**src/bpd_pkg.sv**
```systemverilog
// ----------------------------------------------------------------------------
// Breath phase detector package
// Shared phase codes, register indexes and the configuration record.
// ----------------------------------------------------------------------------
package bpd_pkg;

   localparam int unsigned LIMIT_WIDTH   = 18;
   localparam int unsigned INS_CNT_WIDTH = 5;
   localparam int unsigned CNT_WIDTH     = 3;
   localparam int unsigned PHASE_WIDTH   = 3;
   localparam int unsigned CSR_IDX_WIDTH = 3;

   // phase codes
   localparam logic [PHASE_WIDTH-1:0] PH_NONE      = 3'd0;
   localparam logic [PHASE_WIDTH-1:0] PH_ERROR     = 3'd1;
   localparam logic [PHASE_WIDTH-1:0] PH_INS_START = 3'd2;
   localparam logic [PHASE_WIDTH-1:0] PH_INS_END   = 3'd3;
   localparam logic [PHASE_WIDTH-1:0] PH_EX_START  = 3'd4;
   localparam logic [PHASE_WIDTH-1:0] PH_EX_END    = 3'd5;

   // register indexes
   localparam logic [CSR_IDX_WIDTH-1:0] CSR_RISE_SLOPE    = 3'd0;
   localparam logic [CSR_IDX_WIDTH-1:0] CSR_FALL_SLOPE    = 3'd1;
   localparam logic [CSR_IDX_WIDTH-1:0] CSR_INS_END_SLOPE = 3'd2;
   localparam logic [CSR_IDX_WIDTH-1:0] CSR_INS_CONFIRM   = 3'd3;
   localparam logic [CSR_IDX_WIDTH-1:0] CSR_EX_CONFIRM    = 3'd4;
   localparam logic [CSR_IDX_WIDTH-1:0] CSR_END_CONFIRM   = 3'd5;

   typedef struct packed {
      logic signed [LIMIT_WIDTH-1:0]  rise_slope_limit;
      logic signed [LIMIT_WIDTH-1:0]  fall_slope_limit;
      logic signed [LIMIT_WIDTH-1:0]  ins_end_slope_limit;
      logic        [INS_CNT_WIDTH-1:0] ins_confirm_count;
      logic        [CNT_WIDTH-1:0]    ex_confirm_count;
      logic        [CNT_WIDTH-1:0]    end_confirm_count;
   } bpd_cfg_type;

endpackage

```
**src/bpd_if.sv**
```systemverilog
// ----------------------------------------------------------------------------
// Breath phase detector channels
// Sample channel and phase result channel, valid/ready handshake.
// ----------------------------------------------------------------------------
interface bpd_req_if #(parameter int unsigned SAMPLE_WIDTH = 16);
   logic                           valid;
   logic                           ready;
   logic signed [SAMPLE_WIDTH-1:0] flow_mean;
   logic signed [SAMPLE_WIDTH-1:0] window_newest;
   logic signed [SAMPLE_WIDTH-1:0] window_previous;
   logic signed [SAMPLE_WIDTH-1:0] window_oldest;

   modport source (output valid, flow_mean, window_newest, window_previous,
                   window_oldest, input ready);
   modport sink (input valid, flow_mean, window_newest, window_previous,
                 window_oldest, output ready);
endinterface

interface bpd_rsp_if;
   logic       valid;
   logic       ready;
   logic [2:0] phase;

   modport source (output valid, phase, input ready);
   modport sink (input valid, phase, output ready);
endinterface

```
**src/breath_phase_detector_unit.sv**
```systemverilog
// ----------------------------------------------------------------------------
// Breath phase detector
// Tracks the breathing phase from a stream of flow-mean samples.
// ----------------------------------------------------------------------------
// req_port carries one sample item: the flow mean and the newest, second
// newest and oldest entries of the mean window. rsp_port returns one
// item per sample holding the phase after that sample (0 none, 1 error,
// 2 ins start, 3 ins end, 4 ex start, 5 ex end).
// The csr_ port writes the slope limits and confirm counts; write only while
// no sample is in flight. Indexes above five are ignored.
// The sample is captured in an input register, then the phase update runs in
// one pass of logic and lands in the result register together with the
// tracker state.
// Throughput is one item per cycle while the receiver keeps rsp_port.ready
// high; the feedback through the tracker state closes in that single pass.
// Reset clears the phase to none, the arm flags and the counters, and loads
// the default limits and confirm counts. When the receiver stalls, the result
// register holds; the input register still takes one more item if it is
// empty, and req_port.ready then falls.
// ----------------------------------------------------------------------------
module breath_phase_detector_unit
   import bpd_pkg::*;
#(
   parameter int unsigned SAMPLE_WIDTH = 16
) (
   input  logic                     clock,
   input  logic                     reset,
   bpd_req_if.sink                  req_port,
   bpd_rsp_if.source                rsp_port,
   input  logic                     csr_write_enable,
   input  logic [CSR_IDX_WIDTH-1:0] csr_index,
   input  logic [LIMIT_WIDTH-1:0]   csr_write_data
);

   bpd_cfg_type cfg;

   logic                           in_valid_ff;
   logic signed [SAMPLE_WIDTH-1:0] mean_ff;
   logic signed [SAMPLE_WIDTH-1:0] newest_ff;
   logic signed [SAMPLE_WIDTH-1:0] previous_ff;
   logic signed [SAMPLE_WIDTH-1:0] oldest_ff;
   logic                           out_valid_ff;
   logic [PHASE_WIDTH-1:0]         phase_ff;
   logic [PHASE_WIDTH-1:0]         phase_in;
   logic                           advance;
   logic                           req_take;

   assign advance  = in_valid_ff && (!out_valid_ff || rsp_port.ready);
   assign req_take = req_port.valid && req_port.ready;
   assign req_port.ready = !in_valid_ff || advance;

   bpd_csr u_csr (
      .clock            (clock),
      .reset            (reset),
      .csr_write_enable (csr_write_enable),
      .csr_index        (csr_index),
      .csr_write_data   (csr_write_data),
      .cfg              (cfg)
   );

   bpd_tracker #(.SAMPLE_WIDTH(SAMPLE_WIDTH)) u_tracker (
      .clock           (clock),
      .reset           (reset),
      .advance         (advance),
      .cfg             (cfg),
      .flow_mean       (mean_ff),
      .window_newest   (newest_ff),
      .window_previous (previous_ff),
      .window_oldest   (oldest_ff),
      .phase_in        (phase_in)
   );

   always_ff @(posedge clock) begin
      if (reset) begin
         in_valid_ff  <= 1'b0;
         out_valid_ff <= 1'b0;
      end else begin
         if (req_port.ready) in_valid_ff <= req_port.valid;
         if (advance) begin
            out_valid_ff <= 1'b1;
         end else if (rsp_port.ready) begin
            out_valid_ff <= 1'b0;
         end
      end
   end

   // capture the sample item
   always_ff @(posedge clock) begin
      if (req_take) begin
         mean_ff     <= req_port.flow_mean;
         newest_ff   <= req_port.window_newest;
         previous_ff <= req_port.window_previous;
         oldest_ff   <= req_port.window_oldest;
      end
   end

   always_ff @(posedge clock) begin
      if (advance) phase_ff <= phase_in;
   end

   assign rsp_port.valid = out_valid_ff;
   assign rsp_port.phase = phase_ff;

endmodule

```
**src/bpd_csr.sv**
```systemverilog
// ----------------------------------------------------------------------------
// Breath phase detector configuration registers
// Write-only register file holding slope limits and confirm counts.
// ----------------------------------------------------------------------------
module bpd_csr
   import bpd_pkg::*;
(
   input  logic                     clock,
   input  logic                     reset,
   input  logic                     csr_write_enable,
   input  logic [CSR_IDX_WIDTH-1:0] csr_index,
   input  logic [LIMIT_WIDTH-1:0]   csr_write_data,
   output bpd_cfg_type              cfg
);

   bpd_cfg_type cfg_ff;
   bpd_cfg_type cfg_in;

   always_comb begin
      cfg_in = cfg_ff;
      if (csr_write_enable) begin
         unique case (csr_index)
            CSR_RISE_SLOPE:    cfg_in.rise_slope_limit    = csr_write_data;
            CSR_FALL_SLOPE:    cfg_in.fall_slope_limit    = csr_write_data;
            CSR_INS_END_SLOPE: cfg_in.ins_end_slope_limit = csr_write_data;
            CSR_INS_CONFIRM:   cfg_in.ins_confirm_count   = csr_write_data[INS_CNT_WIDTH-1:0];
            CSR_EX_CONFIRM:    cfg_in.ex_confirm_count    = csr_write_data[CNT_WIDTH-1:0];
            CSR_END_CONFIRM:   cfg_in.end_confirm_count   = csr_write_data[CNT_WIDTH-1:0];
            default:           cfg_in = cfg_ff;
         endcase
      end
   end

   always_ff @(posedge clock) begin
      if (reset) begin
         cfg_ff.rise_slope_limit    <= 18'sd90;
         cfg_ff.fall_slope_limit    <= -18'sd50;
         cfg_ff.ins_end_slope_limit <= 18'sd15;
         cfg_ff.ins_confirm_count   <= 5'd20;
         cfg_ff.ex_confirm_count    <= 3'd5;
         cfg_ff.end_confirm_count   <= 3'd3;
      end else begin
         cfg_ff <= cfg_in;
      end
   end

   assign cfg = cfg_ff;

endmodule

```
**src/bpd_tracker.sv**
```systemverilog
// ----------------------------------------------------------------------------
// Breath phase detector tracker
// Holds the phase, arm flags and qualification counters and works out the
// phase that one sample leads to.
// ----------------------------------------------------------------------------
module bpd_tracker
   import bpd_pkg::*;
#(
   parameter int unsigned SAMPLE_WIDTH = 16
) (
   input  logic                           clock,
   input  logic                           reset,
   input  logic                           advance,
   input  bpd_cfg_type                    cfg,
   input  logic signed [SAMPLE_WIDTH-1:0] flow_mean,
   input  logic signed [SAMPLE_WIDTH-1:0] window_newest,
   input  logic signed [SAMPLE_WIDTH-1:0] window_previous,
   input  logic signed [SAMPLE_WIDTH-1:0] window_oldest,
   output logic [PHASE_WIDTH-1:0]         phase_in
);

   localparam int unsigned DIFF_WIDTH = SAMPLE_WIDTH + 1;
   localparam int unsigned CMP_WIDTH  =
      (DIFF_WIDTH > LIMIT_WIDTH) ? DIFF_WIDTH : LIMIT_WIDTH;
   localparam logic [INS_CNT_WIDTH-1:0] RISE_TOP = '1;
   localparam logic [CNT_WIDTH-1:0]     CNT_TOP  = '1;

   logic [PHASE_WIDTH-1:0]         phase_ff;
   logic signed [SAMPLE_WIDTH-1:0] prev_mean_ff;
   logic                           ins_armed_ff;
   logic                           ex_armed_ff;
   logic [INS_CNT_WIDTH-1:0]       rise_count_ff;
   logic [CNT_WIDTH-1:0]           fall_count_ff;
   logic [CNT_WIDTH-1:0]           ins_end_count_ff;
   logic [CNT_WIDTH-1:0]           ex_end_count_ff;

   logic                           ins_armed_in;
   logic                           ex_armed_in;
   logic [INS_CNT_WIDTH-1:0]       rise_count_in;
   logic [CNT_WIDTH-1:0]           fall_count_in;
   logic [CNT_WIDTH-1:0]           ins_end_count_in;
   logic [CNT_WIDTH-1:0]           ex_end_count_in;

   logic signed [DIFF_WIDTH-1:0]   diff;
   logic signed [CMP_WIDTH-1:0]    diff_ext;
   logic                           mean_below;
   logic                           mean_above;
   logic                           cross_ins;
   logic                           cross_ex;

   assign diff       = DIFF_WIDTH'(window_newest) - DIFF_WIDTH'(window_oldest);
   assign diff_ext   = CMP_WIDTH'(diff);
   assign mean_below = flow_mean < window_newest;
   assign mean_above = flow_mean > window_newest;
   assign cross_ins  = (prev_mean_ff >= window_previous) && mean_below;
   assign cross_ex   = !cross_ins && (prev_mean_ff <= window_previous) && mean_above;

   always_comb begin
      phase_in         = phase_ff;
      ins_armed_in     = ins_armed_ff;
      ex_armed_in      = ex_armed_ff;
      rise_count_in    = rise_count_ff;
      fall_count_in    = fall_count_ff;
      ins_end_count_in = ins_end_count_ff;
      ex_end_count_in  = ex_end_count_ff;

      if (phase_ff == PH_NONE) begin
         // restart: clear the arm flags and counters and report error
         ins_armed_in     = 1'b0;
         ex_armed_in      = 1'b0;
         rise_count_in    = '0;
         fall_count_in    = '0;
         ins_end_count_in = '0;
         ex_end_count_in  = '0;
         phase_in         = PH_ERROR;
      end else begin
         if (cross_ins) begin
            ins_armed_in    = 1'b1;
            ex_armed_in     = 1'b0;
            fall_count_in   = '0;
            ex_end_count_in = '0;
         end else if (cross_ex) begin
            ex_armed_in      = 1'b1;
            ins_armed_in     = 1'b0;
            rise_count_in    = '0;
            ins_end_count_in = '0;
         end

         if (ins_armed_in && mean_below) begin
            if (diff_ext > CMP_WIDTH'(cfg.rise_slope_limit)) begin
               if (rise_count_in != RISE_TOP)
                  rise_count_in = rise_count_in + INS_CNT_WIDTH'(1);
            end else if (rise_count_in <= INS_CNT_WIDTH'(1)) begin
               rise_count_in = '0;
            end else begin
               rise_count_in = rise_count_in - INS_CNT_WIDTH'(1);
            end
            if (rise_count_in >= cfg.ins_confirm_count) begin
               rise_count_in = '0;
               ins_armed_in  = 1'b0;
               phase_in      = PH_INS_START;
            end
         end

         if (ex_armed_in && mean_above) begin
            if (diff_ext < CMP_WIDTH'(cfg.fall_slope_limit)) begin
               if (fall_count_in >= cfg.ex_confirm_count) begin
                  fall_count_in = '0;
                  ex_armed_in   = 1'b0;
                  phase_in      = PH_EX_START;
               end else begin
                  fall_count_in = fall_count_in + CNT_WIDTH'(1);
               end
            end else begin
               fall_count_in = '0;
            end
         end

         if (phase_in == PH_INS_START && mean_below &&
             diff_ext < CMP_WIDTH'(cfg.ins_end_slope_limit)) begin
            if (ins_end_count_in >= cfg.end_confirm_count) phase_in = PH_INS_END;
            if (ins_end_count_in != CNT_TOP)
               ins_end_count_in = ins_end_count_in + CNT_WIDTH'(1);
         end else begin
            ins_end_count_in = '0;
         end

         if (phase_in == PH_EX_START && mean_above && !diff[DIFF_WIDTH-1] &&
             diff != '0) begin
            if (ex_end_count_in >= cfg.end_confirm_count) phase_in = PH_EX_END;
            if (ex_end_count_in != CNT_TOP)
               ex_end_count_in = ex_end_count_in + CNT_WIDTH'(1);
         end else begin
            ex_end_count_in = '0;
         end

         // drop an arm whose sample lies on the wrong side
         if (ex_armed_in && mean_below) begin
            fall_count_in   = '0;
            ex_end_count_in = '0;
            ex_armed_in     = 1'b0;
         end
         if (ins_armed_in && mean_above) begin
            rise_count_in    = '0;
            ins_end_count_in = '0;
            ins_armed_in     = 1'b0;
         end
      end
   end

   always_ff @(posedge clock) begin
      if (reset) begin
         phase_ff         <= PH_NONE;
         prev_mean_ff     <= '0;
         ins_armed_ff     <= 1'b0;
         ex_armed_ff      <= 1'b0;
         rise_count_ff    <= '0;
         fall_count_ff    <= '0;
         ins_end_count_ff <= '0;
         ex_end_count_ff  <= '0;
      end else if (advance) begin
         phase_ff         <= phase_in;
         prev_mean_ff     <= flow_mean;
         ins_armed_ff     <= ins_armed_in;
         ex_armed_ff      <= ex_armed_in;
         rise_count_ff    <= rise_count_in;
         fall_count_ff    <= fall_count_in;
         ins_end_count_ff <= ins_end_count_in;
         ex_end_count_ff  <= ex_end_count_in;
      end
   end

endmodule
```
**src/flat_wrapper.sv**
```systemverilog
// flat-port wrapper written by rule: the top's interface ports become plain ports
module breath_phase_detector_unit_flat import bpd_pkg::*;
#(
   parameter int unsigned SAMPLE_WIDTH = 16
)
  (clock, reset, csr_write_enable, csr_index, csr_write_data, req_port_valid, req_port_flow_mean, req_port_window_newest, req_port_window_previous, req_port_window_oldest, req_port_ready, rsp_port_valid, rsp_port_phase, rsp_port_ready);
  bpd_req_if #(.SAMPLE_WIDTH(SAMPLE_WIDTH)) req_port_i ();
  bpd_rsp_if rsp_port_i ();
  input  logic clock;
  input  logic reset;
  input  logic csr_write_enable;
  input  logic [CSR_IDX_WIDTH-1:0] csr_index;
  input  logic [LIMIT_WIDTH-1:0] csr_write_data;
  input wire logic [$bits(req_port_i.valid)-1:0] req_port_valid;
  input wire logic [$bits(req_port_i.flow_mean)-1:0] req_port_flow_mean;
  input wire logic [$bits(req_port_i.window_newest)-1:0] req_port_window_newest;
  input wire logic [$bits(req_port_i.window_previous)-1:0] req_port_window_previous;
  input wire logic [$bits(req_port_i.window_oldest)-1:0] req_port_window_oldest;
  output wire logic [$bits(req_port_i.ready)-1:0] req_port_ready;
  output wire logic [$bits(rsp_port_i.valid)-1:0] rsp_port_valid;
  output wire logic [$bits(rsp_port_i.phase)-1:0] rsp_port_phase;
  input wire logic [$bits(rsp_port_i.ready)-1:0] rsp_port_ready;
  assign req_port_i.valid = req_port_valid;
  assign req_port_i.flow_mean = req_port_flow_mean;
  assign req_port_i.window_newest = req_port_window_newest;
  assign req_port_i.window_previous = req_port_window_previous;
  assign req_port_i.window_oldest = req_port_window_oldest;
  assign req_port_ready = req_port_i.ready;
  assign rsp_port_valid = rsp_port_i.valid;
  assign rsp_port_phase = rsp_port_i.phase;
  assign rsp_port_i.ready = rsp_port_ready;
  breath_phase_detector_unit #(.SAMPLE_WIDTH(SAMPLE_WIDTH)) u_core (.clock(clock), .reset(reset), .req_port(req_port_i), .rsp_port(rsp_port_i), .csr_write_enable(csr_write_enable), .csr_index(csr_index), .csr_write_data(csr_write_data));
endmodule
```
**config.mk**
```make
export PLATFORM = sky130hd
export DESIGN_NAME = breath_phase_detector_unit_flat
export DESIGN_NICKNAME = d
export VERILOG_FILES = /design/src/bpd_pkg.sv /design/src/bpd_if.sv /design/src/breath_phase_detector_unit.sv /design/src/bpd_csr.sv /design/src/bpd_tracker.sv /design/src/flat_wrapper.sv
export SDC_FILE = /design/constraint.sdc
export NUM_CORES = 1
export LEC_CHECK = 0
export BUFFER_PORTS_ARGS = -buffer_cell sky130_fd_sc_hd__buf_2
export CORE_AREA = 3 3 95 187
export CTS_CLUSTER_DIAMETER = 40
export CTS_CLUSTER_SIZE = 14
export DETAILED_ROUTE_END_ITERATION = 10
export DIE_AREA = 0 0 98 190
export MAX_ROUTING_LAYER = met4
export PLACE_DENSITY = 0.8
export SYNTH_ARGS = -nofsm -noshare
export SYNTH_HDL_FRONTEND = slang
export SYNTH_SLANG_ARGS = --single-unit
```
**constraint.sdc**
```tcl
create_clock -name clock -period 8.1 [get_ports clock]
set_input_delay 1.62 -clock clock [delete_from_list [all_inputs] [get_ports clock]]
set_output_delay 1.62 -clock clock [all_outputs]
set_load 0.01 [all_outputs]
```
## Word-level counts from Yosys, hierarchy flattened

Cells that the tools add are included.

- Register bits after elaboration: 169
- Word-level logic and storage cells: 142

- Eq/ne operators: 10
- Magnitude comparators: 12
- Reduce and logical (&&, ||, !) cells: 30
- Add/sub/neg operators: 6
- Mux-type cells: 63

Operators with widths:

| kind | count |
|---|---|
| $mux W3 | 32 |
| $mux W5 | 12 |
| $lt A17 B18 Y1 | 2 |
| $mux W1 | 19 |
| $gt A17 B18 Y1 | 1 |
| $reduce_bool A17 Y1 | 1 |
| $sub A16 B16 Y17 | 1 |
| $ge A16 B16 Y1 | 1 |
| $gt A16 B16 Y1 | 1 |
| $le A16 B16 Y1 | 1 |
| $lt A16 B16 Y1 | 1 |
| $logic_and A1 B1 Y1 | 14 |
| $reduce_and A2 Y1 | 6 |
| $add A3 B1 Y3 const B | 3 |
| $eq A3 B2 Y1 const B | 3 |
| $eq A3 B3 Y1 const B | 3 |
| $ge A3 B3 Y1 | 3 |
| $logic_not A3 Y1 | 2 |
| $ne A3 B3 Y1 const B | 2 |
| $add A5 B1 Y5 const B | 1 |
| $ge A5 B5 Y1 | 1 |
| $le A5 B1 Y1 const B | 1 |
| $ne A5 B5 Y1 const B | 1 |
| $sub A5 B1 Y5 const B | 1 |
| 4 further kinds | 8 |

## Logic depth before layout (Yosys ltp)

- Depth after elaboration: 32
- Mapped depth: 28
- Mapped depth without buffers: 27

## Cells and area by module

From an unflattened synthesis, not the netlist that was laid out.

- Cells, all modules: 1092
- Area, all modules: 10362.4 um2

By module, submodules not included:

| module | cells an instance | times used | area each (um2) | sequential area each (um2) |
|---|---|---|---|---|
| bpd_tracker | 756 | 1 | 5552.8 | 700.7 |
| bpd_csr | 259 | 1 | 2693.8 | 1301.2 |
| breath_phase_detector_unit | 77 | 1 | 2115.8 | 2052.0 |

## Worst setup path after synthesis

OpenSTA, ideal clock, no wires.

- Kind: reg2reg
- From: register u_core.oldest_ff[1]
- To: register u_core.phase_ff[0], in the netlist u_core.rsp_port.phase[0] (data pin)
- Data arrival time: 5.420 ns
- Path slack: 2.413 ns
- Clock period less this slack: 5.687 ns
- Library setup time: 0.267 ns
- Required time: 7.833 ns
- Stages on the path, launching flop included: 28
- Cell sequence: edfxtp_1 -> inv_1 -> ha_1 -> nor2b_1 -> o2111ai_1 -> a21oi_1 -> o41ai_2 -> o21ai_0 -> xor2_1 -> ha_1 -> a21o_1 -> a2111oi_0 -> o21ai_0 -> a21oi_1 -> a221o_1 -> clkbuf_1 -> nor4_1 -> a221o_1 -> ha_1 -> nand2b_1 -> a21o_1 -> a21o_1 -> a21o_1 -> a21o_1 -> nand3_4 -> a211oi_1 -> a311oi_1 -> nand2_1

- Word-level cells in the longest chain between the ends: 23

Ends and longest elaborated chain:

| element | RTL line | RTL |
|---|---|---|
| from (decl) | breath_phase_detector_unit.sv:41 | `logic signed [SAMPLE_WIDTH-1:0] oldest_ff;` |
| from (signal assigned) | breath_phase_detector_unit.sv:93 | `oldest_ff <= req_port.window_oldest;` |
| $sub A16 B16 Y17 (*) | bpd_tracker.sv:51 | `assign diff = DIFF_WIDTH'(window_newest) - DIFF_WIDTH'(window_oldest);` |
| $gt A17 B18 Y1 | bpd_tracker.sv:90 | `if (diff_ext > CMP_WIDTH'(cfg.rise_slope_limit)) begin` |
| $mux W5 | bpd_tracker.sv:90 |  |
| $mux W5 | bpd_tracker.sv:89 | `if (ins_armed_in && mean_below) begin` |
| $mux W5 | bpd_tracker.sv:67 | `if (phase_ff == PH_NONE) begin` |
| $ge A5 B5 Y1 | bpd_tracker.sv:98 | `if (rise_count_in >= cfg.ins_confirm_count) begin` |
| $mux W3 | bpd_tracker.sv:98 |  |
| $mux W3 | bpd_tracker.sv:89 |  |
| (+5 left out) | -- |  |
| $logic_and A1 B1 Y1 (2 in a row) | bpd_tracker.sv:119 | `if (phase_in == PH_INS_START && mean_below &&` |
| $mux W3 | bpd_tracker.sv:119 |  |
| $mux W3 | bpd_tracker.sv:67 |  |
| $eq A3 B3 Y1 | bpd_tracker.sv:128 | `if (phase_in == PH_EX_START && mean_above && !diff[DIFF_WIDTH-1] &&` |
| $logic_and A1 B1 Y1 (3 in a row) | bpd_tracker.sv:128 |  |
| $mux W3 (*) | bpd_tracker.sv:128 |  |
| $mux W3 (*) | bpd_tracker.sv:67 |  |
| named net u_core.phase_in[0] | breath_phase_detector_unit.sv:44 | `logic [PHASE_WIDTH-1:0] phase_in;` |
| to (signal assigned) | breath_phase_detector_unit.sv:98 | `if (advance) phase_ff <= phase_in;` |
| to (decl) | breath_phase_detector_unit.sv:43 | `logic [PHASE_WIDTH-1:0] phase_ff;` |

Mark *: on every way through the listed nets, which the timed path passes. The rest lies on a longest branch. The select of a mux whose other input is x is not followed.
A chain may end at the register's enable or synchronous reset.

## Worst setup path after layout

Ends and elaborated chain as after synthesis.

==> out/summary.txt <==
Status - finished clean
TritonCTS clock tree - yes
Register area share after synthesis - 41.25%
Setup repair after global routing missed its margin - false
DR vias/cell - 5.795
Drt first pass iters - 5
DR iter-0 viols - 398
Dpl ws - 1.859 ns
Slew headroom - 20.02%
Via count - 7939
#FFs+latches synth - 169
Post-synth EDFFs - 67
Cts bufs inserted - 17
Setup crit end - u_core.rsp_port.phase[0]
Worst vdd ir - 0.2172 mV
Worst-path clk slew - 0.07 ns
Gr usage total - 25.88%
Leakage Power - 4.909 nW
Final setup viols - 0
Post-CTS Setup Bufs - 0
Synth unique cells - 79
Setup crit start - u_core.oldest_ff[1]
Clk Tree Root Cell - clkbuf_16
Antenna diode count - 0
Detail Route Antenna Nets - 0
Top sig layer - met4
F_max - 155.0 MHz
Worst min-delay path class - reg2reg
Crit start category - register
CP max stage delay - 0.45 ns
Die X - 98 um
Pwr dens - 189.4 nW/um^2
Final nets - 1365
Initial antenna violation count - 0
Post-synth top area share - 20.78%
R2r endpoint - u_core.rsp_port.phase[0]
FF-to-FF Start - u_core.oldest_ff[1]
Clock H-tree levels - 4
Port Buffers - 94
HPWL Detailed - 17.28 mm
Final Skew - 0.01007 ns
Synth Instances - 1071
Vias in the first global route - 8081
DIE HEIGHT - 190 um
CP Capture Type - register
Maximum number of pins on one net before global-route repair - 71
CP Class - reg2reg
Tmin final - 6.453 ns
Synthesized area - 9828 um^2
Layout cells sized above 1 - 13.21%
Clock Latency Late Sink - 0.43 ns
Global-route wire length before repair - 37.25 mm
Syn_area_per_cell - 9.177 um^2
Drt wl/cell - 16.87 um
Crit-path slowest cell - o41ai_2
GP Congestion - 0.9060
Worst Path Arrival - 6.61 ns
Fin crit share - 79.67%
Die Area - 18620 um^2
Met2 wire len - 12.78 mm
CP max FO - 13
Syn Nets - 1282
Maxcap violations - 0
Core area - 16430 um^2
Clk buf depth - 2
Final setup margin - 1.647 ns
Met3 WL - 780 um
CTS resizes - 0
Total power draw - 2.084 mW
Ports - 95
Starting Density - 59.81%
Max Slew Vio Count - 0
Required @ worst endpoint - 8.25 ns
R2R setup slack - 1.65 ns
Gr ovfl total - 0
Clock Sinks - 169
Cts hold-fix bufs - 0
Synth Warn # - 0
Worst-case reg-to-reg path depth - 26
WL final - 23.12 mm
Post-synth top area cell - dfxtp_1
Routed metal-1 wirelength - 8.409 mm
Final hold vios - 0
Top cells by area, synth - dfxtp_1, edfxtp_1, ha_1
DP Cell Count - 1339
Prevailing post-synth register cell - dfxtp_1
CP most frequent cell - a21o_1
Area delta synth->final - 11.95%
Async set or reset register ratio after synthesis - 0%
Actual slew at the worst max-slew pin - 1.200 ns
Fin cells - 1370
Setup TNS - 0 ns
# DRC - 0
Rows - 66
==> synth_stat cells, types with 3 or more instances <==
library cell  count
nand2_1         184
inv_1           128
ha_1            120
dfxtp_1         102
a21oi_1          99
edfxtp_1         67
clkbuf_1         30
nor2_1           29
o211ai_1         27
a21o_1           26
o21ai_0          22
and2_1           19
nand3_1          17
mux2i_1          13
nand4_1          13
nand2b_1         12
nor3_1           12
nor2b_1           8
or3_1             7
a211oi_1          6
a31oi_1           6
and3_1            6
a211o_1           5
and4_1            5
nand3b_1          5
o2111ai_1         5
o21a_1            5
xnor2_1           5
a21boi_0          4
a22o_1            4
nor4_1            4
a2111oi_0         3
a221o_1           3
a311oi_1          3
buf_1             3
o22ai_1           3
xor2_1            3
==> power breakdown <==
part | total (mW) | internal (mW) | switching (mW)
Sequential | 0.938 | 0.920 | 0.0179
Clock | 0.764 | 0.415 | 0.349
Combinational | 0.382 | 0.151 | 0.231
==> worst min-delay path by stage <==
stage | start | end | slack (ns) | cells past startpoint
global route | u_core.u_csr.cfg[61] | u_core.u_csr.cfg[61] | 0.47 | 2
floorplan | u_core.u_csr.cfg[29] | u_core.u_csr.cfg[29] | 0.43 | 2
global placement | u_core.u_csr.cfg[18] | u_core.u_csr.cfg[18] | 0.44 | 2
CTS | u_core.u_csr.cfg[54] | u_core.u_csr.cfg[54] | 0.46 | 2
finish | u_core.u_csr.cfg[33] | u_core.u_csr.cfg[33] | 0.45 | 2
detailed placement | u_core.u_csr.cfg[33] | u_core.u_csr.cfg[33] | 0.45 | 2
==> registers in the layout (all words and copies together), names as in the netlist, 3 cells and up <==
name / flops
u_core.u_tracker.prev_mean_ff: 16
u_core.newest_ff: 16
u_core.mean_ff: 16
u_core.previous_ff: 16
u_core.u_tracker.ex_end_count_ff: 3
u_core.u_tracker.ins_end_count_ff: 3
u_core.u_csr.cfg: 65
u_core.u_tracker.fall_count_ff: 3
u_core.u_tracker.phase_ff: 3
u_core.rsp_port.phase: 3
u_core.oldest_ff: 16
u_core.u_tracker.rise_count_ff: 5
==> per-stage QoR <==
step,cell area [um^2],util [%],hold slack [ns]
after floorplan,9828,-,0.4317
after global placement,10460,63.64,0.4426
after detailed placement,10460,63.64,0.4481
after CTS,11000,66.96,0.4575
after global routing,11000,66.96,0.4749
final,11000,66.96,0.4542
==> routing by layer <==
| layer | global-route usage [%] | vias up |
|---|---|---|
| met2 | 48.14 | 205 |
| met4 | 14.61 | 0 |
| met1 | 25.04 | 3720 |
| met5 | - | - |
| li1 | - | 3945 |
| met3 | 3.817 | 69 |
==> final cells by class <==
class	count	area [um^2]
clock inverter	11	83.83
multi-input combinational	739	5161
clock buffer	20	460.4
timing repair buffer	99	508.0
tap	204	255.2
sequential	169	4054
fill	1320	5430
inverter	128	480.5
==> logic make-up (layout without fill, tap and decap cells) <==
family	count (synthesis)	in the layout	synth area share, %
fa+ha+maj	121	121	15.48
compound gates	258	258	17.98
buf+inv	163	258	6.251
mux	17	17	2.037
flops	169	169	41.25
simple gates	335	335	16.30
xor+xnor	8	8	0.7130
==> placed cells by master, fill, tap and decap left out, types with 6 or more instances in the layout <==
cell,netlist,routed
nand2_1,184,184
nor2b_1,8,8
nand4_1,13,13
a31oi_1,6,6
inv_1,128,128
o21ai_0,22,22
buf_2,2,94
nor2_1,29,29
edfxtp_1,67,67
and2_1,19,18
dfxtp_1,102,102
nand2b_1,12,12
nand3_1,17,17
nor3_1,12,12
mux2i_1,13,13
clkbuf_16,0,18
a21oi_1,99,99
ha_1,120,120
and3_1,6,6
or3_1,7,7
a21o_1,26,26
o211ai_1,27,27
a211oi_1,6,6
==> worst max-delay path: cells and delay by family (launching register included) <==
kind	cells	cell delay, ns
compound gates	16	3.86
flops	1	0.42
xor+xnor	1	0.32
simple gates	5	0.68
fa+ha+maj	3	0.82
buf+inv	1	0.08
No activity file was read; power rests on OpenSTA's default activity.
